`src/rtl/cube_grid_to_sphere_points_defines.svh`:
```
`ifndef CUBE_GRID_TO_SPHERE_POINTS_DEFINES_SVH
`define CUBE_GRID_TO_SPHERE_POINTS_DEFINES_SVH

// Same-cycle implication, sampled on i_clk, off while i_rst_n is low
`define CGSP_ASSERT_IMP(lbl, ante, cons, msg) \
    lbl: assert property (@(posedge i_clk) disable iff (!i_rst_n) (ante) |-> (cons)) \
        else $error(msg);

// Next-cycle implication, sampled on i_clk, off while i_rst_n is low
`define CGSP_ASSERT_NXT(lbl, ante, cons, msg) \
    lbl: assert property (@(posedge i_clk) disable iff (!i_rst_n) (ante) |=> (cons)) \
        else $error(msg);

`endif

```
`src/rtl/cgsp_pkg.sv`:
```
`default_nettype none

package cgsp_pkg;

    // Grid and number format
    localparam int MAX_LEVEL = 10;
    localparam int FRAC_BITS = 12;
    localparam int IDX_W     = 10;
    localparam int LVL_W     = 4;
    localparam int CLV_W     = (MAX_LEVEL < 2) ? 1 : $clog2(MAX_LEVEL + 1);
    localparam int RAD_W     = 16;
    localparam int COORD_W   = 17;
    localparam int FACE_W    = 3;

    // Fixed-point alignment of radius (12 fraction bits) to the output format
    localparam int UP_SHIFT  = (FRAC_BITS >= 12) ? (FRAC_BITS - 12) : 0;
    localparam int DN_SHIFT  = (FRAC_BITS < 12) ? (2 * (12 - FRAC_BITS)) : 0;

    // Datapath widths
    localparam int MAG_W     = MAX_LEVEL + 1;
    localparam int S_W       = 2 * MAG_W;
    localparam int EXT_W     = (IDX_W + 1 > MAG_W) ? (IDX_W + 1) : MAG_W;
    localparam int NUM_W     = RAD_W + MAG_W + UP_SHIFT;
    localparam int SQ_W      = 2 * NUM_W + 2;
    localparam int DEN_W     = S_W + DN_SHIFT;
    localparam int ROOT_W    = COORD_W;
    localparam int Q_W       = 2 * ROOT_W;
    localparam int HI_W      = SQ_W - Q_W;
    localparam int CMP_W     = (HI_W > DEN_W) ? HI_W : DEN_W;

    // Quotient cap: any larger value rounds to the saturated magnitude
    localparam longint unsigned ROOT_MAX = (longint'(1) << ROOT_W) - 1;
    localparam logic [Q_W-1:0]  D_CAP    = Q_W'(ROOT_MAX * ROOT_MAX);

    localparam logic [COORD_W-1:0] COORD_MAX = {1'b0, {(COORD_W-1){1'b1}}};

    // Configuration port
    localparam int ADDR_W = 3;
    localparam int DATA_W = 32;
    localparam logic REG_LEVEL  = 1'b0;
    localparam logic REG_RADIUS = 1'b1;
    localparam logic [RAD_W-1:0] RADIUS_RST = 16'd6144;

    // Face codes
    localparam logic [FACE_W-1:0] FACE_PX = 3'd0;
    localparam logic [FACE_W-1:0] FACE_NX = 3'd1;
    localparam logic [FACE_W-1:0] FACE_PY = 3'd2;
    localparam logic [FACE_W-1:0] FACE_NY = 3'd3;
    localparam logic [FACE_W-1:0] FACE_PZ = 3'd4;
    localparam logic [FACE_W-1:0] FACE_NZ = 3'd5;

    // Cell queue
    localparam int FIFO_DEPTH = 4;
    localparam int FIFO_AW    = 2;
    localparam int FIFO_CW    = FIFO_AW + 1;

    // One classified cell
    typedef struct packed {
        logic             err;
        logic [MAG_W-1:0] mag_n;
        logic [MAG_W-1:0] mag_a;
        logic             neg_a;
        logic [MAG_W-1:0] mag_b;
        logic             neg_b;
        logic [S_W-1:0]   s;
    } t_cell_desc;

    // Which magnitude a normalizer job carries
    typedef enum logic [1:0] {
        KIND_N = 2'd0,
        KIND_A = 2'd1,
        KIND_B = 2'd2
    } t_kind;

    typedef struct packed {
        t_kind kind;
        logic  last;
        logic  err;
        logic  neg_a;
        logic  neg_b;
    } t_job_tag;

    // Signed, saturated coordinate from a rounded magnitude (at most 2^(COORD_W-1))
    function automatic logic signed [COORD_W-1:0] to_coord(input logic [COORD_W-1:0] q,
                                                           input logic neg);
        logic [COORD_W-1:0] r;
        if (neg) begin
            r = COORD_W'(0) - q;
        end else if (q[COORD_W-1]) begin
            r = COORD_MAX;
        end else begin
            r = q;
        end
        return signed'(r);
    endfunction

endpackage

`default_nettype wire

```
`src/rtl/cgsp_fifo.sv`:
```
`default_nettype none

module cgsp_fifo import cgsp_pkg::*; (
    input  wire logic         i_clk,
    input  wire logic         i_rst_n,
    input  wire logic         i_valid,
    output logic              o_ready,
    input  wire t_cell_desc   i_data,
    output logic              o_valid,
    input  wire logic         i_ready,
    output t_cell_desc        o_data,
    output logic [FIFO_CW-1:0] o_count
);

    localparam logic [FIFO_CW-1:0] FULL_CNT = FIFO_CW'(FIFO_DEPTH);

    t_cell_desc         r_mem [FIFO_DEPTH];
    logic [FIFO_AW-1:0] r_wptr;
    logic [FIFO_AW-1:0] r_rptr;
    logic [FIFO_CW-1:0] r_count;
    logic               push;
    logic               pop;

    assign o_ready = r_count != FULL_CNT;
    assign o_valid = r_count != '0;
    assign push    = i_valid && o_ready;
    assign pop     = o_valid && i_ready;
    assign o_data  = r_mem[r_rptr];
    assign o_count = r_count;

    // Advance pointers and fill level
    always_ff @(posedge i_clk) begin
        if (!i_rst_n) begin
            r_wptr  <= '0;
            r_rptr  <= '0;
            r_count <= '0;
        end else begin
            if (push) begin
                r_wptr <= r_wptr + FIFO_AW'(1);
            end
            if (pop) begin
                r_rptr <= r_rptr + FIFO_AW'(1);
            end
            if (push && !pop) begin
                r_count <= r_count + FIFO_CW'(1);
            end else if (pop && !push) begin
                r_count <= r_count - FIFO_CW'(1);
            end
        end
    end

    always_ff @(posedge i_clk) begin
        if (push) begin
            r_mem[r_wptr] <= i_data;
        end
    end

endmodule

`default_nettype wire

```
`config.mk`:
```
export PLATFORM = sky130hd
export DESIGN_NAME = cgsp_fifo
export DESIGN_NICKNAME = d
export VERILOG_FILES = /design/src/rtl/cube_grid_to_sphere_points_defines.svh /design/src/rtl/cgsp_pkg.sv /design/src/rtl/cgsp_fifo.sv
export SDC_FILE = /design/constraint.sdc
export NUM_CORES = 1
export LEC_CHECK = 0
export BUFFER_PORTS_ARGS = -buffer_cell sky130_fd_sc_hd__buf_4
export CORE_ASPECT_RATIO = 1.4
export CORE_MARGIN = 10
export CORE_UTILIZATION = 41
export CTS_CLUSTER_SIZE = 30
export DETAILED_ROUTE_END_ITERATION = 10
export PLACE_DENSITY = 0.72
export SLEW_MARGIN = 20
export SYNTH_ARGS = -nofsm -noshare
export SYNTH_HDL_FRONTEND = slang
export SYNTH_SLANG_ARGS = --single-unit
```
`constraint.sdc`:
```
create_clock -name i_clk -period 8.35 [get_ports i_clk]
set_clock_uncertainty 0.15 [all_clocks]
set_input_delay 1.2525 -clock i_clk [delete_from_list [all_inputs] [get_ports i_clk]]
set_output_delay 1.2525 -clock i_clk [all_outputs]
set_load 0.02 [all_outputs]
```
# Word level (Yosys, flattened, before mapping)
# Memory sizes are Yosys's and may differ from the RTL's. A register that Yosys moved wholly into a read port is not among the register bits.
# Cells that the tools add are included.
# Widths: inputs -> output; s select.
[classes] addsub=4 eq_ne=1 n_mux=6 n_reduce_logical=8
[ops] op="$mux 3" n=2
[ops] op="$add 2x1->2 const B" n=2
[ops] op="$logic_and 1x1->1" n=4
[ops] op="$mux 2" n=2
[ops] op="$add 3x1->3 const B" n=1
[ops] op="$ne 3x3->1 const B" n=1
[ops] op="$reduce_bool 3->1" n=1
[ops] op="$sub 3x1->3 const B" n=1
[ops] op="$logic_not 1->1" n=2
[ops] op="$mux 1" n=2
[ops] op="$reduce_bool 2->1" n=1
[totals] reg_bits=7 mem_bits_rw=232 input_bits=62 out_inout_bits=63 wordCells=23 memories=1
[mem_list] memory="r_mem" words=4 width=58 read_ports=1 rd_clocked_by_memory_dff=1 write_ports=1 line_no="cgsp_fifo.sv:17" source="t_cell_desc r_mem [FIFO_DEPTH];"

# Depth between registers and ports, before layout
# Gate-level depths: netlist of run 1.
[logic_depth] word_depth=6 mapped_depth=8 ltp_nobuf=8

# Least setup slack after synthesis of run 1
# Ideal clock, no wire load.
[synth_path] kind="in2reg" startpoint="input i_valid" endpoint="memory r_mem[0][0] (netlist bit) (enable)" setup_time_ns=0.422 t_arrival_ns=2.945 t_required_ns=7.778 slack_ns=4.833 cell_stages=2 path_buffers=0 cell_sequence="a21boi_2 > and2_1"
[synth_between] elab_chain_len=3
[synth_lines] element="from (decl)" line_no="cgsp_fifo.sv:6" source="input wire logic i_valid,"
[synth_lines] element="$logic_and 1x1->1" line_no="cgsp_fifo.sv:26" source="assign push = i_valid && o_ready;"
[synth_lines] element="$mux 1" line_no="cgsp_fifo.sv:53" source="if (push) begin"
[synth_lines] element="$mux 1 (implied by the code)" line_no="cgsp_fifo.sv:54" source="r_mem[r_wptr] <= i_data;"
[synth_lines] element="to (decl)" line_no="cgsp_fifo.sv:17"
# No other way between the ends.

==> results of run 1 <==
cell type report:
type / count / area (µm²) / share of cell area, %
Antenna cell: 1 / 2.50 / 0.0234
Clock buffer: 27 / 591 / 5.52
Clock inverter: 12 / 78.8 / 0.737
Inverter: 3 / 11.3 / 0.105
Multi-Input combinational cell: 93 / 1600 / 14.9
Sequential cell: 241 / 7150 / 66.9
Tap cell: 260 / 325 / 3.04
Timing Repair Buffer: 125 / 938 / 8.77
layer usage:
layer,part of all wire [%],global-route usage [%]
met4,1.6,3.03
met5,0,0
met3,8.2,4.12
met1,37,14.0
met2,53,20.8
layout by cell type (no fill, tap or decap), types with 5 or more instances in the layout:
master / count
sky130_fd_sc_hd__dfxtp_1: 7
sky130_fd_sc_hd__edfxtp_1: 232
sky130_fd_sc_hd__mux4_2: 58
sky130_fd_sc_hd__clkinv_1: 8
sky130_fd_sc_hd__ha_1: 5
sky130_fd_sc_hd__buf_4: 125
sky130_fd_sc_hd__clkbuf_16: 23
sky130_fd_sc_hd__nand2_1: 5
power by group:
| part | total [mW] | internal, mW | switching [mW] |
|---|---|---|---|
| Sequential | 1.57 | 1.47 | 0.0942 |
| Combinational | 0.884 | 0.432 | 0.452 |
| Clock | 0.939 | 0.532 | 0.407 |
critical path, stage by stage, from the launching register on:
cell and delay (ps):
sky130_fd_sc_hd__dfxtp_4 720, sky130_fd_sc_hd__buf_4 640, sky130_fd_sc_hd__mux4_2 600, sky130_fd_sc_hd__buf_4 180
flip-flops by register name, summed over array words and instances (netlist names), named ones only:
register / cells
r_mem: 232
o_count: 3
r_rptr: 2
r_wptr: 2
worst max-delay path by stage:
stage | end | from
3_3_place_gp | o_data[46] | flop
2_1_floorplan | r_mem[0][0] | i_valid
3_5_place_dp | o_data[46] | flop
6_report | o_data[54] | flop
5_1_grt | o_data[46] | flop
4_1_cts | o_data[46] | flop
per-stage QoR:
step	util (%)	power [mW]	hold slack [ps]	setup WS, ps
after floorplan	-	2.16	318	4830
after global placement	47.3	2.48	325	4660
after detailed placement	47.3	2.51	354	4640
after CTS	50.4	3.45	361	4080
after global routing	50.4	3.55	401	3950
final	50.4	3.39	359	4240
logic make-up (layout without fill, tap and decap cells):
logic type / count (synthesis) / in the layout / synth area share, %
adder cells (fa/ha/maj): 6 / 6 / 0.931
multiplexers: 61 / 61 / 15.1
AO/OA/AOI/OAI: 5 / 5 / 0.452
XOR/XNOR: 4 / 4 / 0.395
flip-flops: 241 / 241 / 80.6
other: 0 / 1 / 0
AND/OR/NAND/NOR: 17 / 17 / 1.03
buffers and inverters: 17 / 167 / 1.52
==> metrics.txt, run 1 <==
fraction of synthesis flops using an asynchronous set or reset pin=0%; DPL Wire Length=9.92 mm; horizontal die dimension=144 µm; largest vdd supply drop=0.000181 V; floorplan die height=194 µm; top achievable clock speed=243 MHz; maximum net fanout on the critical path=31; DRC violations left=0; WL per Instance=22.1 µm; vias per inst=5.16; setup repair after global routing missed its margin=false; Initial Utilization=41.8%; final count of hold timing violations=0; Setup TNS Final=0 ps; synthesis-stage register bit count=241; die area=28000 µm²; reg2reg path depth=8; critical path data arrival time=2710 ps; antenna violations before repair=1; Final GP Congestion=0.677; Worst Path Class, Setup=flop to output pin; list of most frequent post-synthesis cells=232 x sky130_fd_sc_hd__edfxtp_1, 58 x sky130_fd_sc_hd__mux4_2, 9 x sky130_fd_sc_hd__dfxtp_1; result of the run=complete, no violations; area of the placeable core=21200 µm²; Final setup viols=0; proportion of synthesized chip area in sequential cells=80.6%; via count=3933; clk slew on worst S/H paths=60 ps; vias in the first global route=4432; class of the tightest hold or removal check=flop to flop; total CTS buffers=23; headroom to the max-slew limit=36.9%; synthesized area per cell=25.3 µm²; category of the worst setup path capture point=output pin; count of instances resized after the clock tree is built=0; GRT Overall Usage=12.1%; antenna-violating nets left=0; clock latency on the worst-skew pair=510 ps; number of top-level pins=125; dominant cell type by area after synthesis=sky130_fd_sc_hd__edfxtp_1; power density over cell area=317 nW/µm²; Final Cell Area=10700 µm²; routed wire length=16.8 mm; cell at the root of the clock tree=sky130_fd_sc_hd__clkbuf_16; pin count of the biggest net entering global routing=59; Reg-to-Reg Start=o_count[0]; cts hold-fix bufs=0; number of input and output port buffers inserted=124; synthesized net count=419; source of the worst hold timing path=r_wptr[1]; Tightest Pin Transition=947 ps; Post-CTS Setup Bufs=0; final max-slew violation count=0; largest cells by area after synthesis=sky130_fd_sc_hd__edfxtp_1 79%, sky130_fd_sc_hd__mux4_2 15%, sky130_fd_sc_hd__dfxtp_1 2.0%; Syn Std Cell Area=8870 µm²; number of standard cells in the final layout excluding fillers=762; first-iteration detailed-routing DRC count=162; Max H-tree Level=1; period utilisation layout=49.3%; count of filler cells inserted in the layout=1675; first-pass iteration count of the detailed router=6; required time of the critical path=6950 ps; most used standard cell by instance count after synthesis=sky130_fd_sc_hd__edfxtp_1; leakage power=3.57 nW; Cells after Synth=351; EDFF count, synth=232; largest buffer count on any clock path=3; number of placed instances, taps included=722; R2R setup slack=5790 ps; Hold EP=r_wptr[1]; Yosys top cell area share=78.6%; Setup crit start kind=flop; growth of design area from synthesis to finish=20.6%; Worst R2R End=o_count[2]; ys flop type=sky130_fd_sc_hd__edfxtp_1; CTS Sinks=241; CTS tree=done; overall overflow remaining after global route=0; number of cells traversed by the worst hold path=2; placement-stage cell area=10000 µm²; global-route wire length before repair=26.1 mm; MaxCap Viol Count=0; number of standard-cell rows in the floorplan=63; number of warnings printed during yosys synthesis=0; layout cells sized above 1=43.3%; clock period minus worst slack=4110 ps; post-layout net count=555; unique cell type count in the Yosys netlist=25
Note: power is estimated with default switching activity, not from simulation.
==> inputs of run 2 (changes only) <==
- PLACE_DENSITY: 0.72 -> 0.75
- clock period: 8.35 -> 3.6 ns (I/O delays scaled with it)
==> metrics.txt, run 2 (synthesized netlist as in run 1, its figures left out) <==
total CTS buffers=22 (-4.3%); required time of the critical path=2910 ps (-4040 ps); Flop pwr share=45.7% (-0.5 points); largest vdd supply drop=0.000569 V (+210%); number of standard-cell rows in the floorplan=63 (unchanged); clock power share=28.1% (+0.4 points); growth of design area from synthesis to finish=21.0%; post-layout net count=554 (-0.18%); Post-CTS Setup Bufs=0 (unchanged); number of flip-flops in the largest register=232 (unchanged); power consumption=7.92 mW (+130%); category of the worst setup path capture point=output pin; MaxCap Viol Count=0 (unchanged); CTS Sinks=241 (unchanged); WL per Instance=21.8 µm (-1.2%); overall overflow remaining after global route=0 (unchanged); layout cells sized above 1=44.1% (+0.77 points); clock latency on the worst-skew pair=500 ps (about the same); result of the run=complete, no violations; most common library cell in the layout ignoring fill and taps=sky130_fd_sc_hd__edfxtp_1; DPL Wire Length=9.92 mm (about the same); total area of sequential cells=7150 µm² (unchanged); die area=28000 µm² (unchanged); number of input and output port buffers inserted=124 (unchanged); pin count of the biggest net entering global routing=59 (unchanged); number of cells traversed by the worst hold path=1 (-1); Final GP Congestion=0.686 (+1.3%); Final setup viols=0 (unchanged); R2R setup slack=1030 ps (-4760 ps); floorplan die height=194 µm (unchanged); net switching power figure=2.18 mW (+130%); Setup TNS Final=0 ps (unchanged); headroom to the max-slew limit=38.3% (+1.4 points); antenna-violating nets left=0 (unchanged); Initial Utilization=41.8% (unchanged); leakage power=3.59 nW (+0.48%); vias in the first global route=4517 (+1.9%); cell at the root of the clock tree=sky130_fd_sc_hd__clkbuf_16; count of filler cells inserted in the layout=1654 (-1.3%); internal cell power=5.73 mW (+140%); Setup crit start kind=flop; count of instances resized after the clock tree is built=0 (unchanged); first-pass iteration count of the detailed router=5 (-1); clock period minus worst slack=2980 ps; top achievable clock speed=336 MHz; cts hold-fix bufs=0 (unchanged); horizontal die dimension=144 µm (unchanged); area of combinational cells with multiple inputs=1600 µm² (unchanged); global-route wire length before repair=25.9 mm (-0.87%); maximum net fanout on the critical path=37 (+19%); reg2reg path depth=8 (unchanged); register ranked first by flip-flop count=r_mem; DRC violations left=0 (unchanged); commonest cells after routing, fill and taps aside=232 x sky130_fd_sc_hd__edfxtp_1, 124 x sky130_fd_sc_hd__buf_4, 58 x sky130_fd_sc_hd__mux4_2; critical path data arrival time=2290 ps (-420 ps); Worst Path Class, Setup=flop to output pin; share of total power consumed by net switching=27.6% (-0.53 points); final count of hold timing violations=0 (unchanged); number of top-level pins=125 (unchanged); setup repair after global routing missed its margin=false; CTS tree=done; routed wire length=16.6 mm (-1.5%); vias per inst=5.19 (+0.47%); first-iteration detailed-routing DRC count=219 (+35%); Max H-tree Level=1 (unchanged); power density over cell area=738 nW/µm² (+130%); period utilisation layout=82.8%; largest buffer count on any clock path=3 (unchanged); area of the placeable core=21200 µm² (unchanged); antenna violations before repair=2 (+1); share of power burned in combinational logic=26.2% (about the same); final max-slew violation count=0 (unchanged); GRT Overall Usage=11.9% (-0.21 points); via count=3941 (+0.20%); Tightest Pin Transition=926 ps (-20.5 ps); clk slew on worst S/H paths=60 ps (about the same); class of the tightest hold or removal check=input port to flop
-- run 2: cell types whose count changed in the layout (fill, tap and decap cells not counted), sizes merged --
cell	previous run	this run
bufinv	1	2
clkinv	10	9
inv	4	3
clkbuf	27	26
-- run 2: per-stage QoR --
stage	setup WS, ps	hold slack (ps)	std cells	utilization [%]	instance area [µm²]
after global placement	1070	325	722	47.3	10000
after CTS	520	61.4	759	50.6	10700
after floorplan	672	318	351	-	8870
after detailed placement	989	358	722	47.3	10000
after global routing	434	66.7	759	50.6	10700
final	619	88.5	760	50.6	10700
-- run 2: area by class of cell --
cell class | instances | share of cell area, %
antenna | 1 | 0.0233
clock buffer | 26 | 5.47
clock inverter | 11 | 0.933
inverter | 3 | 0.105
multi-input combinational | 93 | 14.9
sequential | 241 | 66.7
tap | 260 | 3.03
timing repair buffer | 125 | 8.87
-- run 2: final timing paths --
path,from,endpoint
setup / recovery,flop,o_data[48]
hold / removal,i_data[8],r_mem[0][8]
setup reg to reg,o_count[0],o_count[2]
hold reg to reg,r_wptr[0],r_wptr[0]
-- run 2: routing by layer --
layer  vias to the layer above  share of wire (%)  GRT usage (%)
met5                         -              0.054              0
met4                         2                2.1           3.37
met3                        27                6.5           3.28
met2                       109                 53           21.0
met1                      2045                 39           13.6
li1                       1758                  -              -
-- run 2: critical path, stage by stage, from the launching register on --
cell	delay [ps]
sky130_fd_sc_hd__dfxtp_4	640
sky130_fd_sc_hd__buf_12	360
sky130_fd_sc_hd__mux4_2	570
sky130_fd_sc_hd__buf_4	180
-- run 2: power groups by stage --
| stage | logic, mW | registers [mW] | clock network [mW] |
|---|---|---|---|
| final | 2.07 | 3.62 | 2.23 |
| after global routing | 2.22 | 3.66 | 2.40 |
| after CTS | 2.13 | 3.63 | 2.30 |
| after detailed placement | 2.13 | 3.69 | 0 |
| after global placement | 2.10 | 3.66 | 0 |
| after floorplan | 1.47 | 3.55 | 0 |
==> inputs of run 3 (changes only) <==
- PLACE_DENSITY: 0.75 -> 0.72
- clock period: 3.6 -> 2.8 ns (I/O delays scaled with it)
==> metrics.txt, run 3 (synthesized netlist as in run 1, its figures left out) <==
worst-case hold slack=64.2 ps (-24.3 ps); WL per Instance=20.9 µm (-4.3%); DRC violations left=0 (unchanged); antenna violations before repair=1 (-1); clock latency on the worst-skew pair=500 ps (about the same); cell class contributing the biggest share of worst-path delay=adder cells; first-pass iteration count of the detailed router=4 (-1); MaxCap Viol Count=0 (unchanged); GRT Overall Usage=12.6% (+0.73 points); Max stage delay on crit path=440 ps (-200 ps); final max-slew violation count=0 (unchanged); source of the worst hold timing path=i_rst_n; period utilisation layout=90.0%; setup repair after global routing missed its margin=false; critical-path cell list=o31ai_1, ha_1, inv_1, fa_1, xor2_1, or3_1, a21boi_0; number of standard cells in the final layout excluding fillers=840 (+11%); vias in the first global route=4954 (+9.7%); number of standard-cell rows in the floorplan=63 (unchanged); count of filler cells inserted in the layout=1613 (-2.5%); overall overflow remaining after global route=0 (unchanged); power consumption=10.5 mW (+32%); CTS Sinks=241 (unchanged); number of placed instances, taps included=736 (+1.9%); Final setup viols=0 (unchanged); floorplan die height=194 µm (unchanged); Setup crit start kind=flop; antenna-violating nets left=0 (unchanged); via count=4232 (+7.4%); horizontal die dimension=144 µm (unchanged); maximum net fanout on the critical path=7 (-81%); layout cells sized above 1=41.8% (-2.3 points); power density over cell area=905 nW/µm² (+23%); pin count of the biggest net entering global routing=28 (-53%); first-iteration detailed-routing DRC count=182 (-17%); Reg-to-Reg Start=o_count[0]; DPL Wire Length=11.5 mm (+16%); clock period minus worst slack=2520 ps; category of the worst setup path capture point=flop; number of flip-flops in the largest register=232 (unchanged); Critical Path Slowest Stage Cell=sky130_fd_sc_hd__o31ai_1; register ranked first by flip-flop count=r_mem; post-layout net count=633 (+14%); global-route wire length before repair=27.7 mm (+7.1%); growth of design area from synthesis to finish=30.5%; critical path data arrival time=2780 ps (+490 ps); number of buffer and inverter stages on the critical path=1 (-1); die area=28000 µm² (unchanged); Final GP Congestion=0.684 (-0.29%); routed wire length=17.5 mm (+5.8%); Setup TNS Final=0 ps (unchanged); Initial Utilization=41.8% (unchanged); total CTS buffers=23 (+4.5%); required time of the critical path=3060 ps (+150 ps); number of input and output port buffers inserted=124 (unchanged); Worst Path Class, Setup=flop to flop; top achievable clock speed=397 MHz; post-route core utilization=54.6% (+4.0 points); Max H-tree Level=1 (unchanged); most common library cell in the layout ignoring fill and taps=sky130_fd_sc_hd__edfxtp_1; leakage power=3.97 nW (+10%); result of the run=complete, no violations; final count of hold timing violations=0 (unchanged); largest vdd supply drop=0.000564 V (-0.87%); area of the placeable core=21200 µm² (unchanged); cell at the root of the clock tree=sky130_fd_sc_hd__clkbuf_16; Tightest Pin Transition=458 ps (-468 ps); CTS tree=done; commonest cells after routing, fill and taps aside=232 x sky130_fd_sc_hd__edfxtp_1, 136 x sky130_fd_sc_hd__buf_4, 58 x sky130_fd_sc_hd__mux4_2, 58 x sky130_fd_sc_hd__dlygate4sd3_1, 23 x sky130_fd_sc_hd__clkbuf_16; vias per inst=5.04 (-2.8%); headroom to the max-slew limit=69.5% (+31 points); worst setup path start=o_count[0]; clk slew on worst S/H paths=70 ps (about the same); largest buffer count on any clock path=3 (unchanged); number of top-level pins=125 (unchanged); class of the tightest hold or removal check=input port to flop
-- run 3: final cells by class --
cell class / count / area [µm²] / share of cell area [%]
multi-input combinational: 93 / 1600 / 13.8
sequential: 241 / 7150 / 61.8
antenna: 1 / 2.50 / 0.0216
timing repair buffer: 203 / 1780 / 15.4
inverter: 3 / 11.3 / 0.0973
clock buffer: 29 / 598 / 5.17
tap: 260 / 325 / 2.81
clock inverter: 10 / 101 / 0.876
-- run 3: final timing paths --
check / end / slack [ps] / cells past startpoint
worst max register to register: o_count[2] / 280 / 7
worst min register to register: r_wptr[1] / 360 / 2
worst min-delay path: r_rptr[0] / 60 / 2
worst max-delay path: o_count[2] / 280 / 7
-- run 3: power by group --
group | switching, mW | internal [mW] | leakage (nW)
Combinational | 1.53 | 1.50 | 1.42
Sequential | 0.159 | 4.38 | 2.20
Clock | 1.20 | 1.69 | 0.344
-- run 3: stage by stage --
step | instance area (µm²) | worst slack [ps]
6_report | 11600 | 279
5_1_grt | 11600 | 140
4_1_cts | 11500 | 51.6
3_5_place_dp | 10200 | 275
3_3_place_gp | 10200 | 559
2_1_floorplan | 8870 | 433
-- run 3: per-layer routing --
metal	GRT usage [%]	share of wire, %	wire (µm)
met4	3.33	1.7	291
met5	0	0	0
met2	23.0	55	9570
met1	14.1	38	6670
met3	3.19	5.7	1000
-- run 3: what timing repair did --
item | 4_1_cts | 5_1_grt
endpoints found under the setup margin | 0 | 3
resized for setup | 0 | 0
endpoints found under the hold margin | 232 | 0
buffers inserted | 0 | 6
hold buffers | 58 | 0
