**config.mk**
```make
export PLATFORM = sky130hd
export DESIGN_NAME = cgsp_front_flat
export DESIGN_NICKNAME = d
export VERILOG_FILES = /design/src/rtl/cube_grid_to_sphere_points_defines.svh /design/src/rtl/cgsp_pkg.sv /design/src/rtl/cgsp_if.sv /design/src/rtl/cgsp_front.sv /design/src/flat_wrapper.sv
export SDC_FILE = /design/constraint.sdc
export NUM_CORES = 1
export LEC_CHECK = 0
export ABC_AREA = 0
export ABC_CLOCK_PERIOD_IN_PS = 10100
export BUFFER_PORTS_ARGS = -buffer_cell sky130_fd_sc_hd__buf_2
export CAP_MARGIN = 20
export CORE_MARGIN = 4
export CORE_UTILIZATION = 36
export DETAILED_ROUTE_END_ITERATION = 7
export PLACE_DENSITY_LB_ADDON = 0.05
export SYNTH_ARGS = -nofsm -noshare
export SYNTH_HDL_FRONTEND = slang
export SYNTH_SLANG_ARGS = --single-unit
export TNS_END_PERCENT = 5
```
**constraint.sdc**
```tcl
create_clock -name i_clk -period 10.1 [get_ports i_clk]
set_input_delay 0.505 -clock i_clk [delete_from_list [all_inputs] [get_ports i_clk]]
set_output_delay 0.505 -clock i_clk [all_outputs]
set_load 0.01 [all_outputs]
```
**src/rtl/cube_grid_to_sphere_points_defines.svh**
```systemverilog
`ifndef CUBE_GRID_TO_SPHERE_POINTS_DEFINES_SVH
`define CUBE_GRID_TO_SPHERE_POINTS_DEFINES_SVH

// Same-cycle implication, sampled on i_clk, off while i_rst_n is low
`define CGSP_ASSERT_IMP(lbl, ante, cons, msg) \
    lbl: assert property (@(posedge i_clk) disable iff (!i_rst_n) (ante) |-> (cons)) \
        else $error(msg);

// Next-cycle implication, sampled on i_clk, off while i_rst_n is low
`define CGSP_ASSERT_NXT(lbl, ante, cons, msg) \
    lbl: assert property (@(posedge i_clk) disable iff (!i_rst_n) (ante) |=> (cons)) \
        else $error(msg);

`endif

```
**src/rtl/cgsp_pkg.sv**
```systemverilog
`default_nettype none

package cgsp_pkg;

    // Grid and number format
    localparam int MAX_LEVEL = 10;
    localparam int FRAC_BITS = 12;
    localparam int IDX_W     = 10;
    localparam int LVL_W     = 4;
    localparam int CLV_W     = (MAX_LEVEL < 2) ? 1 : $clog2(MAX_LEVEL + 1);
    localparam int RAD_W     = 16;
    localparam int COORD_W   = 17;
    localparam int FACE_W    = 3;

    // Fixed-point alignment of radius (12 fraction bits) to the output format
    localparam int UP_SHIFT  = (FRAC_BITS >= 12) ? (FRAC_BITS - 12) : 0;
    localparam int DN_SHIFT  = (FRAC_BITS < 12) ? (2 * (12 - FRAC_BITS)) : 0;

    // Datapath widths
    localparam int MAG_W     = MAX_LEVEL + 1;
    localparam int S_W       = 2 * MAG_W;
    localparam int EXT_W     = (IDX_W + 1 > MAG_W) ? (IDX_W + 1) : MAG_W;
    localparam int NUM_W     = RAD_W + MAG_W + UP_SHIFT;
    localparam int SQ_W      = 2 * NUM_W + 2;
    localparam int DEN_W     = S_W + DN_SHIFT;
    localparam int ROOT_W    = COORD_W;
    localparam int Q_W       = 2 * ROOT_W;
    localparam int HI_W      = SQ_W - Q_W;
    localparam int CMP_W     = (HI_W > DEN_W) ? HI_W : DEN_W;

    // Quotient cap: any larger value rounds to the saturated magnitude
    localparam longint unsigned ROOT_MAX = (longint'(1) << ROOT_W) - 1;
    localparam logic [Q_W-1:0]  D_CAP    = Q_W'(ROOT_MAX * ROOT_MAX);

    localparam logic [COORD_W-1:0] COORD_MAX = {1'b0, {(COORD_W-1){1'b1}}};

    // Configuration port
    localparam int ADDR_W = 3;
    localparam int DATA_W = 32;
    localparam logic REG_LEVEL  = 1'b0;
    localparam logic REG_RADIUS = 1'b1;
    localparam logic [RAD_W-1:0] RADIUS_RST = 16'd6144;

    // Face codes
    localparam logic [FACE_W-1:0] FACE_PX = 3'd0;
    localparam logic [FACE_W-1:0] FACE_NX = 3'd1;
    localparam logic [FACE_W-1:0] FACE_PY = 3'd2;
    localparam logic [FACE_W-1:0] FACE_NY = 3'd3;
    localparam logic [FACE_W-1:0] FACE_PZ = 3'd4;
    localparam logic [FACE_W-1:0] FACE_NZ = 3'd5;

    // Cell queue
    localparam int FIFO_DEPTH = 4;
    localparam int FIFO_AW    = 2;
    localparam int FIFO_CW    = FIFO_AW + 1;

    // One classified cell
    typedef struct packed {
        logic             err;
        logic [MAG_W-1:0] mag_n;
        logic [MAG_W-1:0] mag_a;
        logic             neg_a;
        logic [MAG_W-1:0] mag_b;
        logic             neg_b;
        logic [S_W-1:0]   s;
    } t_cell_desc;

    // Which magnitude a normalizer job carries
    typedef enum logic [1:0] {
        KIND_N = 2'd0,
        KIND_A = 2'd1,
        KIND_B = 2'd2
    } t_kind;

    typedef struct packed {
        t_kind kind;
        logic  last;
        logic  err;
        logic  neg_a;
        logic  neg_b;
    } t_job_tag;

    // Signed, saturated coordinate from a rounded magnitude (at most 2^(COORD_W-1))
    function automatic logic signed [COORD_W-1:0] to_coord(input logic [COORD_W-1:0] q,
                                                           input logic neg);
        logic [COORD_W-1:0] r;
        if (neg) begin
            r = COORD_W'(0) - q;
        end else if (q[COORD_W-1]) begin
            r = COORD_MAX;
        end else begin
            r = q;
        end
        return signed'(r);
    endfunction

endpackage

`default_nettype wire

```
**src/rtl/cgsp_if.sv**
```systemverilog
`default_nettype none

// Cell index word
interface cgsp_cell_if import cgsp_pkg::*; ();
    logic             valid;
    logic             ready;
    logic [IDX_W-1:0] row_index;
    logic [IDX_W-1:0] col_index;

    modport source (output valid, output row_index, output col_index, input ready);
    modport sink   (input valid, input row_index, input col_index, output ready);
endinterface


`default_nettype wire

```
**src/rtl/cgsp_front.sv**
```systemverilog
`default_nettype none

module cgsp_front import cgsp_pkg::*; (
    input  wire logic             i_clk,
    input  wire logic             i_rst_n,
    input  wire logic [LVL_W-1:0] i_level,
    cgsp_cell_if.sink             i_cell,
    output logic                  o_desc_valid,
    input  wire logic             i_desc_ready,
    output t_cell_desc            o_desc
);

    logic             r_valid;
    t_cell_desc       r_desc;
    t_cell_desc       n_desc;
    logic [CLV_W-1:0] lvl;
    logic [MAG_W-1:0] n_val;
    logic [EXT_W-1:0] n_ext;
    logic [EXT_W:0]   off_a;
    logic [EXT_W:0]   off_b;
    logic [S_W-1:0]   sq_a;
    logic [S_W-1:0]   sq_b;
    logic [S_W-1:0]   sq_n;
    logic             accept;

    // Signed offset 2*idx+1-n of a cell center, as {negative, magnitude}
    function automatic logic [EXT_W:0] off_center(input logic [IDX_W-1:0] idx,
                                                  input logic [EXT_W-1:0] n);
        logic [EXT_W-1:0] two_i;
        logic             neg;
        two_i = EXT_W'({idx, 1'b1});
        neg   = two_i < n;
        return {neg, neg ? (n - two_i) : (two_i - n)};
    endfunction

    assign accept       = i_cell.valid && i_cell.ready;
    assign i_cell.ready = !r_valid || i_desc_ready;

    // Classify: clamp level, range check, center offsets and squared norm
    always_comb begin
        lvl   = (i_level > LVL_W'(MAX_LEVEL)) ? CLV_W'(MAX_LEVEL) : CLV_W'(i_level);
        n_val = MAG_W'(1) << lvl;
        n_ext = EXT_W'(n_val);
        off_a = off_center(i_cell.row_index, n_ext);
        off_b = off_center(i_cell.col_index, n_ext);
        n_desc.err   = (EXT_W'(i_cell.row_index) >= n_ext) ||
                       (EXT_W'(i_cell.col_index) >= n_ext);
        n_desc.mag_n = n_val;
        n_desc.mag_a = MAG_W'(off_a[EXT_W-1:0]);
        n_desc.neg_a = off_a[EXT_W];
        n_desc.mag_b = MAG_W'(off_b[EXT_W-1:0]);
        n_desc.neg_b = off_b[EXT_W];
        sq_a = S_W'(n_desc.mag_a) * S_W'(n_desc.mag_a);
        sq_b = S_W'(n_desc.mag_b) * S_W'(n_desc.mag_b);
        sq_n = S_W'(1) << {lvl, 1'b0};
        n_desc.s = sq_n + sq_a + sq_b;
    end

    // Hold the word until the queue takes it
    always_ff @(posedge i_clk) begin
        if (!i_rst_n) begin
            r_valid <= 1'b0;
        end else if (accept) begin
            r_valid <= 1'b1;
        end else if (i_desc_ready) begin
            r_valid <= 1'b0;
        end
    end

    always_ff @(posedge i_clk) begin
        if (accept) begin
            r_desc <= n_desc;
        end
    end

    assign o_desc_valid = r_valid;
    assign o_desc       = r_desc;

endmodule

`default_nettype wire

```
**src/flat_wrapper.sv**
```systemverilog
// flat-port wrapper written by rule: the top's interface ports become plain ports
module cgsp_front_flat import cgsp_pkg::*;
  (i_clk, i_rst_n, i_level, o_desc_valid, i_desc_ready, o_desc, i_cell_valid, i_cell_row_index, i_cell_col_index, i_cell_ready);
  cgsp_cell_if i_cell_i ();
  input  wire logic i_clk;
  input  wire logic i_rst_n;
  input  wire logic [LVL_W-1:0] i_level;
  output logic o_desc_valid;
  input  wire logic i_desc_ready;
  output t_cell_desc o_desc;
  input wire logic [$bits(i_cell_i.valid)-1:0] i_cell_valid;
  input wire logic [$bits(i_cell_i.row_index)-1:0] i_cell_row_index;
  input wire logic [$bits(i_cell_i.col_index)-1:0] i_cell_col_index;
  output wire logic [$bits(i_cell_i.ready)-1:0] i_cell_ready;
  assign i_cell_i.valid = i_cell_valid;
  assign i_cell_i.row_index = i_cell_row_index;
  assign i_cell_i.col_index = i_cell_col_index;
  assign i_cell_ready = i_cell_i.ready;
  cgsp_front u_core (.i_clk(i_clk), .i_rst_n(i_rst_n), .i_level(i_level), .i_cell(i_cell_i), .o_desc_valid(o_desc_valid), .i_desc_ready(i_desc_ready), .o_desc(o_desc));
endmodule
```
---- Word-level counts from Yosys, hierarchy flattened ----
Cells that the tools add are included.
word-level totals
  register bits after elaboration ......... 59
  bits in latches ......................... 0
  bits in writable memories ............... 0
  memory bits (read-only) ................. 0
  input port bits ......................... 28
  output and inout port bits .............. 60
  logic and storage cells ................. 33
  memories kept ........................... 0
cells by class
  $add $sub $neg .......................... 6
  $mul .................................... 2
  div/mod/pow operators ................... 0
  magnitude comparators ................... 5
  eq/ne operators ......................... 0
  shift-type cells ........................ 2
  mux-type cells .......................... 5
  bitwise operators ....................... 0
  reduce and logical (&&, ||, !) cells .... 5
operators with widths
  kind                                                                 number
  22-bit adder                                                         2
  11-bit by 11-bit multiplier with 22-bit output                       2
  11-bit subtractor                                                    4
  10-bit by 11-bit greater-or-equal comparator with 1-bit output       2
  11-bit < comparator                                                  2
  11-bit 2-to-1 mux                                                    2
  1-bit by 5-bit << shifter with 22-bit output (first input constant)  1
  1-bit by 4-bit << shifter with 11-bit output (first input constant)  1
  4-bit > comparator (second input constant)                           1
  4-bit 2-to-1 mux                                                     1
  1-bit logical OR                                                     2
  1-bit 2-to-1 mux                                                     2
  2-bit nonzero test                                                   1
  1-bit logical AND                                                    1
  1-bit zero test                                                      1

---- Longest topological paths before layout ----
Gate-level depths: netlist of run 1.
  word-level depth ........................ 8
  depth in mapped cells ................... 39
  gate-level depth less buffers ........... 36

---- Worst setup path after synthesis of run 1 ----
Ideal clock, no wire load.
  kind .................................... input to register
  start point ............................. in i_level[0]
  end point ............................... reg u_core.r_desc, in the netlist u_core.o_desc[21] (data pin)
  library setup time ...................... 0.268 ns
  data arrival time ....................... 9.312 ns
  data required time ...................... 9.832 ns
  slack ................................... 0.521 ns
  stages .................................. 35
  buffers on the path ..................... 3
  cell sequence ........................... buf_4 > or4b_1 > buf_2 > inv_1 > ha_1 > inv_1 > fa_1 > a211oi_1 > o21ai_1 > a31oi_1 > a21boi_0 > o41ai_1 > a2111o_1 > o211ai_1 > buf_2 > nor2_1 > fa_1 > inv_1 > fa_1 > inv_1 > fa_1 > fa_1 > fa_1 > fa_1 > inv_1 > fa_1 > inv_1 > ha_1 > or3_1 > nor3_1 > o41a_1 > o21ai_0 > a2111oi_0 > nor3_1 > xnor3_1
RTL lines
  element               line               text
  from (decl)           flat_wrapper.sv:7  input wire logic [LVL_W-1:0] i_level;
  to (signal assigned)  cgsp_front.sv:72   r_desc <= n_desc;
  to (decl)             cgsp_front.sv:14   t_cell_desc r_desc;

==> flow_summary.yaml, run 1 <==
synthesis:
  ys_seq_area_share_pct: 15.51
  synth_top_family_by_area: "adder cells"
  synth-simple-area-share_pct: 9.752
  synth_fa_ha_area_share_pct: 49.73
  avgSynthCellArea_um2: 9.572
  async_reset_ff_share_pct: 0
  synth.area.mux_share_pct: 0.9353
  synth_largest_area_cell: "fa_1"
  synth_area_um2: 10970
  synthFlopType: "edfxtp_1"
  netlist_instances: 1146
  synth_nets: 1505
  synth_commonest_cells: "inv_1, fa_1, ha_1, nor2_1, nand2_1"
  synth-seq-cells: 57
  ys_types: 67
  synth.most_common_cell: "inv_1"
  synth.top_cell.area_share_pct: 31.94
  synth-compound-area-share_pct: 8.943
  synth_edf_count: 56
  synth-xor-area-share_pct: 4.095
  synth_area_leaders: "fa_1, ha_1, edfxtp_1"
  ys_warn_count: 0
setup_path:
  crit_path_end_kind: "flip-flop"
  worst_setup_path_start_kind: "primary input"
  path_class: "primary input to flip-flop"
  cp_max_fo: 5
  cp_slowest_cell: "fa_1"
  r2r-end: "u_core.o_desc[54]$_DFFE_PP_"
  crit_arrival_ns: 9.57
  slowest_delay_ns: 0.57
  timing.reg2reg.worst_path_depth: 3
  regToRegSetupSlack_ns: 8.55
  timing.rr.start: "u_core.o_desc_valid$_SDFFE_PN0P_"
  required_ns: 10.20
  cp_common_cell: "fa_1"
layout:
  seqCellArea_um2: 1702
  drive_above_1_share_pct: 16.63
  syn_to_final_growth_pct: 16.80
  multi_input_area_um2: 8105
  fin_util_pct: 42.89
  diodes: 0
  nets: 1677
  fillers: 3023
route:
  drt_iter0_markers: 388
  vias: 8093
  post_drt_via_cell_ratio: 4.724
  post-route-drc-count: 0
  totalWireLength_mm: 29.70
  avgRoutedWirePerCell_um: 17.34
  drt_pass1_iterations: 4
  ant_nets: 0
clocking:
  cts_max_level: 3
  cts_buffer_depth: 2
  clock-root-buffer: "clkbuf_16"
  cts_hold_buf: 0
  numCtsBuffers: 9
  cts_tree: "yes"
  clock_sink_count: 57
  cts.reportedPaths.clkPinSlew_ns: 0.06
  clk_latency_ns: 0.36
floorplanning:
  fp.dieH_um: 182.6
  pin_count: 88
  row_count: 63
  die_area_um2: 33330
  core_um2: 29870
  die_w_um: 182.6
  start_util_pct: 36.72
sta:
  slew_headroom_pct: 47.84
  final_hold_viol_count: 0
  rsz0062_at_grt: "false"
  period_minus_slack_ns: 9.467
  fmax_ghz: 0.1056
  maxSlewViolCount: 0
  clock_skew_ns: 0.006114
  finalSetupViolCount: 0
  tns_ns: 0
  worst_pin_slew_ns: 0.7823
  post-route-period-util_pct: 93.74
placement:
  port_buffers: 87
  routabilityCongestion: 0.8474
  post-dp-hpwl_mm: 25.73
hold_path:
  hold_class: "primary input to flip-flop"
  min_to: "u_core.o_desc_valid$_SDFFE_PN0P_"
  hold_start: "i_rst_n"
  hold_path_depth: 2
global_routing:
  grt_pass1_vias: 8969
  grt_pass1_wl_mm: 48.93
  grt_use_total_pct: 19.07
  grt_start_max_net_pins: 57
  antenna_found_initial: 0
  overflow: 0
status:
  run_status: "finished, final reports clean"
job:
  cap_violations: 0
## how the worst max path moves through the flow
stage               slack [ns]                          end  startpoint  cells after the start
detailed placement       -0.11  u_core.o_desc[21]$_DFFE_PP_  i_level[2]                     32
CTS                       0.24  u_core.o_desc[21]$_DFFE_PP_  i_level[2]                     32
global route              0.01  u_core.o_desc[21]$_DFFE_PP_  i_level[2]                     38
global placement          0.08  u_core.o_desc[21]$_DFFE_PP_  i_level[2]                     34
floorplan                 0.52  u_core.o_desc[21]$_DFFE_PP_  i_level[0]                     35
finish                    0.63  u_core.o_desc[21]$_DFFE_PP_  i_level[2]                     38
## cell families after synthesis
| group | after synthesis |
|---|---|
| flip-flops | 57 |
| AND/OR/NAND/NOR | 244 |
| buffers and inverters | 313 |
| other | 1 |
| adder cells (fa/ha/maj) | 331 |
| AO/OA/AOI/OAI | 145 |
| XOR/XNOR | 45 |
| multiplexers | 10 |
## layer usage
layer / part of all wire (%) / track usage [%]
met4: 1.4 / 4.623
met3: 2.8 / 2.691
met5: 0 / 0
met2: 49 / 33.04
met1: 46 / 25.25
## registers in the layout, indices dropped and copies added (netlist names)
name                 count
u_core.o_desc           56
u_core.o_desc_valid      1
## repair_timing
action / CTS / global route
hold endpoints to repair: 0 / 0
gates resized for setup: 0 / 9
setup buffers: 0 / 2
endpoints found under the setup margin: 0 / 1
## metrics by stage
| stage | hold slack (ns) | cell area (um2) | worst slack (ns) | cells |
|---|---|---|---|---|
| after detailed placement | 0.5289 | 12480 | -0.1052 | 1695 |
| after CTS | 0.3643 | 12750 | 0.2389 | 1711 |
| after global routing | 0.3776 | 12810 | 0.01069 | 1713 |
| after global placement | 0.5131 | 12480 | 0.08296 | 1695 |
| after floorplan | 0.6096 | 10970 | 0.5207 | 1146 |
| final | 0.3892 | 12810 | 0.6327 | 1713 |
## area by class of cell
type,count,share of cell area [%]
multi-input cells,776,63.26
clock buffers,9,1.758
inverters,293,8.623
clock inverters,7,0.3613
well taps,390,3.809
repair buffers,181,8.906
flip-flops and latches,57,13.28
## critical path, delay by kind of cell
kind / cells / cell delay (ns)
AOI/OAI and AO/OA: 12 / 2.62
xor gates and xnor gates: 1 / 0.35
adders and majority gates: 10 / 4.19
buffers and inverters: 10 / 1.02
and+or+nand+nor: 5 / 0.87
## cell usage in the layout (no fill, tap or decap), drive strengths merged, types with 3 or more instances in the layout
master,n
a211oi,11
a21boi,3
a21o,23
a21oi,38
a31oi,7
and3,3
buf,181
clkbuf,9
clkinv,5
edfxtp,56
fa,175
ha,156
inv,293
mux2i,8
nand2,71
nand2b,5
nand3,15
nor2,103
nor2b,10
nor3,16
o2111ai,3
o211ai,6
o21a,4
o21ai,26
o21bai,7
or3,5
xnor2,34
xor2,10
Power of run 1 is left out: the tool's default activity adds up to more than one toggle a clock period on the data nets, which glitch-free logic cannot reach.
==> inputs of run 2 (changes only) <==
--- a/config.mk
+++ b/config.mk
@@ -12,7 +12,7 @@
 export CORE_MARGIN = 4
 export CORE_UTILIZATION = 36
 export DETAILED_ROUTE_END_ITERATION = 7
-export PLACE_DENSITY_LB_ADDON = 0.05
+export PLACE_DENSITY = 0.52
 export SYNTH_ARGS = -nofsm -noshare
 export SYNTH_HDL_FRONTEND = slang
 export SYNTH_SLANG_ARGS = --single-unit
==> run 2 against run 1 <==
  * Critical path depth decreased by 1
  * First-iteration DRC count is 6.4% higher
  * Clock skew increased by 0.0030 ns
  * Clock-buffer cell count unchanged
  * Via count about the same
  * Routed wire length fell by 3.9%
  * Utilization shrank 0.25 points
  * Critical path type unchanged
  * Highest routed layer unchanged
==> flow_summary.yaml, run 2 (synthesis results as in run 1) <==
route:
  post-route-drc-count: 0
  drt_pass1_iterations: 4
  avgRoutedWirePerCell_um: 16.85
  drt_iter0_markers: 413
  post_drt_via_cell_ratio: 4.784
  ant_nets: 0
  totalWireLength_mm: 28.53
  vias: 8099
sta:
  maxSlewViolCount: 0
  holdWs_ns: 0.4162
  slew_headroom_pct: 47.82
  final_hold_viol_count: 0
  fmax_ghz: 0.1041
  post-route-period-util_pct: 95.12
  period_minus_slack_ns: 9.607
  worst_pin_slew_ns: 0.7827
  finalSetupViolCount: 0
  fin_ws_ns: 0.4931
  clock_skew_ns: 0.009162
global_routing:
  antenna_found_initial: 0
  grt_pass1_wl_mm: 46.74
  grt_use_total_pct: 17.87
  overflow: 0
  grt_pass1_vias: 8744
  grt_start_max_net_pins: 57
setup_path:
  crit_path_end_kind: "flip-flop"
  crit_arrival_ns: 9.70
  critPathLaunch: "i_level[2]"
  cp_common_cell: "fa_1"
  slowest_delay_ns: 0.57
  required_ns: 10.20
  timing.reg2reg.worst_path_depth: 3
  r2r-end: "u_core.o_desc[49]$_DFFE_PP_"
  regToRegSetupSlack_ns: 8.55
  cp_slowest_cell: "fa_1"
  timing.rr.start: "u_core.o_desc_valid$_SDFFE_PN0P_"
  worst_setup_path_start_kind: "primary input"
  cp-endpoint: "u_core.o_desc[21]$_DFFE_PP_"
  path_class: "primary input to flip-flop"
  cp_max_fo: 19
status:
  run_status: "finished, final reports clean"
placement:
  place_inst: 1677
  port_buffers: 87
  place_ws_ns: -0.2980
  place_area_um2: 12360
  post-dp-hpwl_mm: 24.20
  routabilityCongestion: 0.8687
layout:
  diodes: 0
  fin_area_um2: 12740
  largest_reg_flops: 56
  final_cell_mix: "inv_1, fa_1, ha_1"
  drive_above_1_share_pct: 15.50
  fin_cells: 1693
  final_common_cell: "inv_1"
  nets: 1657
  fillers: 2966
  syn_to_final_growth_pct: 16.12
clocking:
  clk_latency_ns: 0.35
  cts_max_level: 3
  clock-root-buffer: "clkbuf_16"
  clock_sink_count: 57
  cts_buffer_depth: 2
  cts.reportedPaths.clkPinSlew_ns: 0.07
  cts_tree: "yes"
  numCtsBuffers: 9
floorplanning:
  die_area_um2: 33330
  fp.dieH_um: 182.6
  core_um2: 29870
  die_w_um: 182.6
  pin_count: 88
  row_count: 63
  start_util_pct: 36.72
job:
  cap_violations: 0
hold_path:
  hold_class: "primary input to flip-flop"
## run 2: critical path: cells and delay by family
family | cells | cell delay, ns
adder cells (fa/ha/maj) | 10 | 4.48
AO/OA/AOI/OAI | 8 | 1.80
AND/OR/NAND/NOR | 7 | 1.12
buffers and inverters | 9 | 0.97
XOR/XNOR | 2 | 0.58
multiplexers | 1 | 0.22
## run 2: how the worst min path moves through the flow
stage	start	endpoint	cells after the start
2_1_floorplan	u_core.o_desc_valid$_SDFFE_PN0P_	u_core.o_desc_valid$_SDFFE_PN0P_	2
3_3_place_gp	u_core.o_desc_valid$_SDFFE_PN0P_	u_core.o_desc_valid$_SDFFE_PN0P_	2
3_5_place_dp	u_core.o_desc_valid$_SDFFE_PN0P_	u_core.o_desc_valid$_SDFFE_PN0P_	2
4_1_cts	i_cell_valid	u_core.o_desc_valid$_SDFFE_PN0P_	3
5_1_grt	i_rst_n	u_core.o_desc_valid$_SDFFE_PN0P_	2
6_report	i_cell_valid	u_core.o_desc_valid$_SDFFE_PN0P_	3
## run 2: routing by layer
layer	share of wire, %	GRT usage (%)	wire length [um]	vias up
li1	-	-	-	3925
met1	46	24.33	13200	4020
met2	48	30.26	13780	128
met3	3.8	2.691	1098	26
met4	1.6	3.873	461	0
met5	0	0	0	-
## run 2: through the flow
step	setup TNS (ns)	utilization [%]
global route	-0.0008828	42.64
global placement	-0.2930	41.37
finish	0	42.64
detailed placement	-0.2980	41.37
CTS	0	42.47
floorplan	0	-
## run 2: final cells by class
cell class / instances / area [um2] / share of cell area [%]
clock buffer: 9 / 225.2 / 1.768
clock inverter: 7 / 102.6 / 0.8055
inverter: 293 / 1105 / 8.674
multi-input combinational: 776 / 8112 / 63.68
sequential: 57 / 1702 / 13.36
tap: 390 / 488.0 / 3.831
timing repair buffer: 161 / 1003 / 7.878
## run 2: timing repair
item | in CTS | in global routing
setup endpoints to repair | 0 | 3
setup buffers | 0 | 0
hold buffers | 0 | 0
resized for setup | 0 | 10
Power of run 2 is left out for the same reason.
==> inputs of run 3 (changes only) <==
--- a/config.mk
+++ b/config.mk
@@ -6,13 +6,13 @@
 export NUM_CORES = 1
 export LEC_CHECK = 0
 export ABC_AREA = 0
-export ABC_CLOCK_PERIOD_IN_PS = 10100
+export ABC_CLOCK_PERIOD_IN_PS = 10400
 export BUFFER_PORTS_ARGS = -buffer_cell sky130_fd_sc_hd__buf_2
 export CAP_MARGIN = 20
 export CORE_MARGIN = 4
 export CORE_UTILIZATION = 36
 export DETAILED_ROUTE_END_ITERATION = 7
-export PLACE_DENSITY = 0.52
+export PLACE_DENSITY = 0.5
 export SYNTH_ARGS = -nofsm -noshare
 export SYNTH_HDL_FRONTEND = slang
 export SYNTH_SLANG_ARGS = --single-unit
==> constraint.sdc (replaced) <==
create_clock -name i_clk -period 10.4 [get_ports i_clk]
set_input_delay 0.52 -clock i_clk [delete_from_list [all_inputs] [get_ports i_clk]]
set_output_delay 0.52 -clock i_clk [all_outputs]
set_load 0.01 [all_outputs]
==> run 3 against run 2 <==
  * Critical path depth unchanged
  * Hold slack improved by 0.0017 ns
  * Global-route usage shrank 0.10 points
  * Critical path type unchanged
  * Largest cell class unchanged
  * Highest routed layer unchanged
==> flow_summary.yaml, run 3 (synthesis results as in run 1) <==
setup_path:
  cpLargestDelayFamily: "adder cells"
  path_class: "primary input to flip-flop"
  critical_path_buf_inv_count: 11
  slowest_delay_ns: 0.56
  crit_path_end_kind: "flip-flop"
  cp_common_cell: "fa_1"
  required_ns: 10.49
  crit_arrival_ns: 10.05
  worst_setup_path_start_kind: "primary input"
  cp_max_fo: 14
  timing.rr.start: "u_core.o_desc_valid$_SDFFE_PN0P_"
  critPathLaunch: "i_level[2]"
  cp_slowest_cell: "or4b_1"
floorplanning:
  die_w_um: 182.6
  start_util_pct: 36.72
  row_count: 63
  core_um2: 29870
  fp.dieH_um: 182.6
  die_area_um2: 33330
  pin_count: 88
route:
  post-route-drc-count: 0
  avgRoutedWirePerCell_um: 16.96
  ant_nets: 0
  drt_pass1_iterations: 5
  drt_iter0_markers: 388
  totalWireLength_mm: 28.27
  post_drt_via_cell_ratio: 4.806
  vias: 8012
layout:
  fillers: 3003
  seqCellArea_um2: 1702
  syn_to_final_growth_pct: 13.88
  final_cell_mix: "inv_1, fa_1, ha_1"
  drive_above_1_share_pct: 13.63
  final_common_cell: "inv_1"
  fin_cells: 1667
  diodes: 0
  largest_reg_flops: 56
  multi_input_area_um2: 8109
  nets: 1631
sta:
  final_hold_viol_count: 0
  clock_skew_ns: 0.008339
  fin_ws_ns: 0.4474
  post-route-period-util_pct: 95.70
  worst_pin_slew_ns: 0.7810
  maxSlewViolCount: 0
  fmax_ghz: 0.1005
  finalSetupViolCount: 0
  period_minus_slack_ns: 9.953
  slew_headroom_pct: 47.94
clocking:
  clock-root-buffer: "clkbuf_16"
  cts_max_level: 3
  numCtsBuffers: 9
  cts_hold_buf: 0
  cts.reportedPaths.clkPinSlew_ns: 0.06
  cts_tree: "yes"
  cts_buffer_depth: 2
  clk_latency_ns: 0.36
  clock_sink_count: 57
hold_path:
  hold_class: "primary input to flip-flop"
  hold_start: "i_rst_n"
global_routing:
  grt_start_max_net_pins: 57
  grt_use_total_pct: 17.76
  grt_pass1_wl_mm: 45.81
  antenna_found_initial: 0
  overflow: 0
  grt_pass1_vias: 8443
placement:
  place_ws_ns: -0.1320
  place_inst: 1648
  post-dp-hpwl_mm: 23.92
  port_buffers: 87
  routabilityCongestion: 0.8800
status:
  run_status: "finished, final reports clean"
job:
  cap_violations: 0
[run 3: cell types whose count changed in the layout (fill, tap and decap cells not counted), sizes merged]
cell | before | now
buf | 161 | 135
clkinv | 3 | 1
clkinvlp | 1 | 5
bufinv | 2 | 0
[run 3: cell type report]
cell class              instances  share of cell area [%]
well taps                     390                   3.906
clock buffers                   9                   1.803
repair buffers                135                   6.470
clock inverters                 7                  0.4407
multi-input cells             776                   64.91
flip-flops and latches         57                   13.62
inverters                     293                   8.844
[run 3: stage by stage]
step	utilization (%)	hold slack (ns)	TNS [ns]	instance area (um2)
floorplan	-	0.6096	0	10970
global placement	40.65	0.5123	-0.08578	12140
detailed placement	40.65	0.5378	-0.1320	12140
CTS	41.58	0.4063	0	12420
global route	41.81	0.4060	-0.02213	12490
finish	41.81	0.4179	0	12490
[run 3: worst paths after layout]
| kind | slack, ns | to | depth (start not counted) |
|---|---|---|---|
| max | 0.45 | u_core.o_desc[21]$_DFFE_PP_ | 37 |
| min | 0.42 | u_core.o_desc_valid$_SDFFE_PN0P_ | 2 |
| max reg2reg | 8.84 | u_core.o_desc[28]$_DFFE_PP_ | 3 |
| min reg2reg | 0.53 | u_core.o_desc_valid$_SDFFE_PN0P_ | 2 |
[run 3: what timing repair did]
item | in CTS | in global routing
gates resized for setup | 0 | 7
setup buffers | 0 | 3
setup endpoints to repair | 0 | 1
[run 3: per-layer routing]
layer  global-route usage [%]  up-vias  wire, um
li1                         -     3873         -
met1                    24.75     3961     13200
met2                    29.15      151     13310
met3                    2.791       27      1160
met4                    4.293        0       595
met5                        0        -         0
Power of run 3 is left out for the same reason.
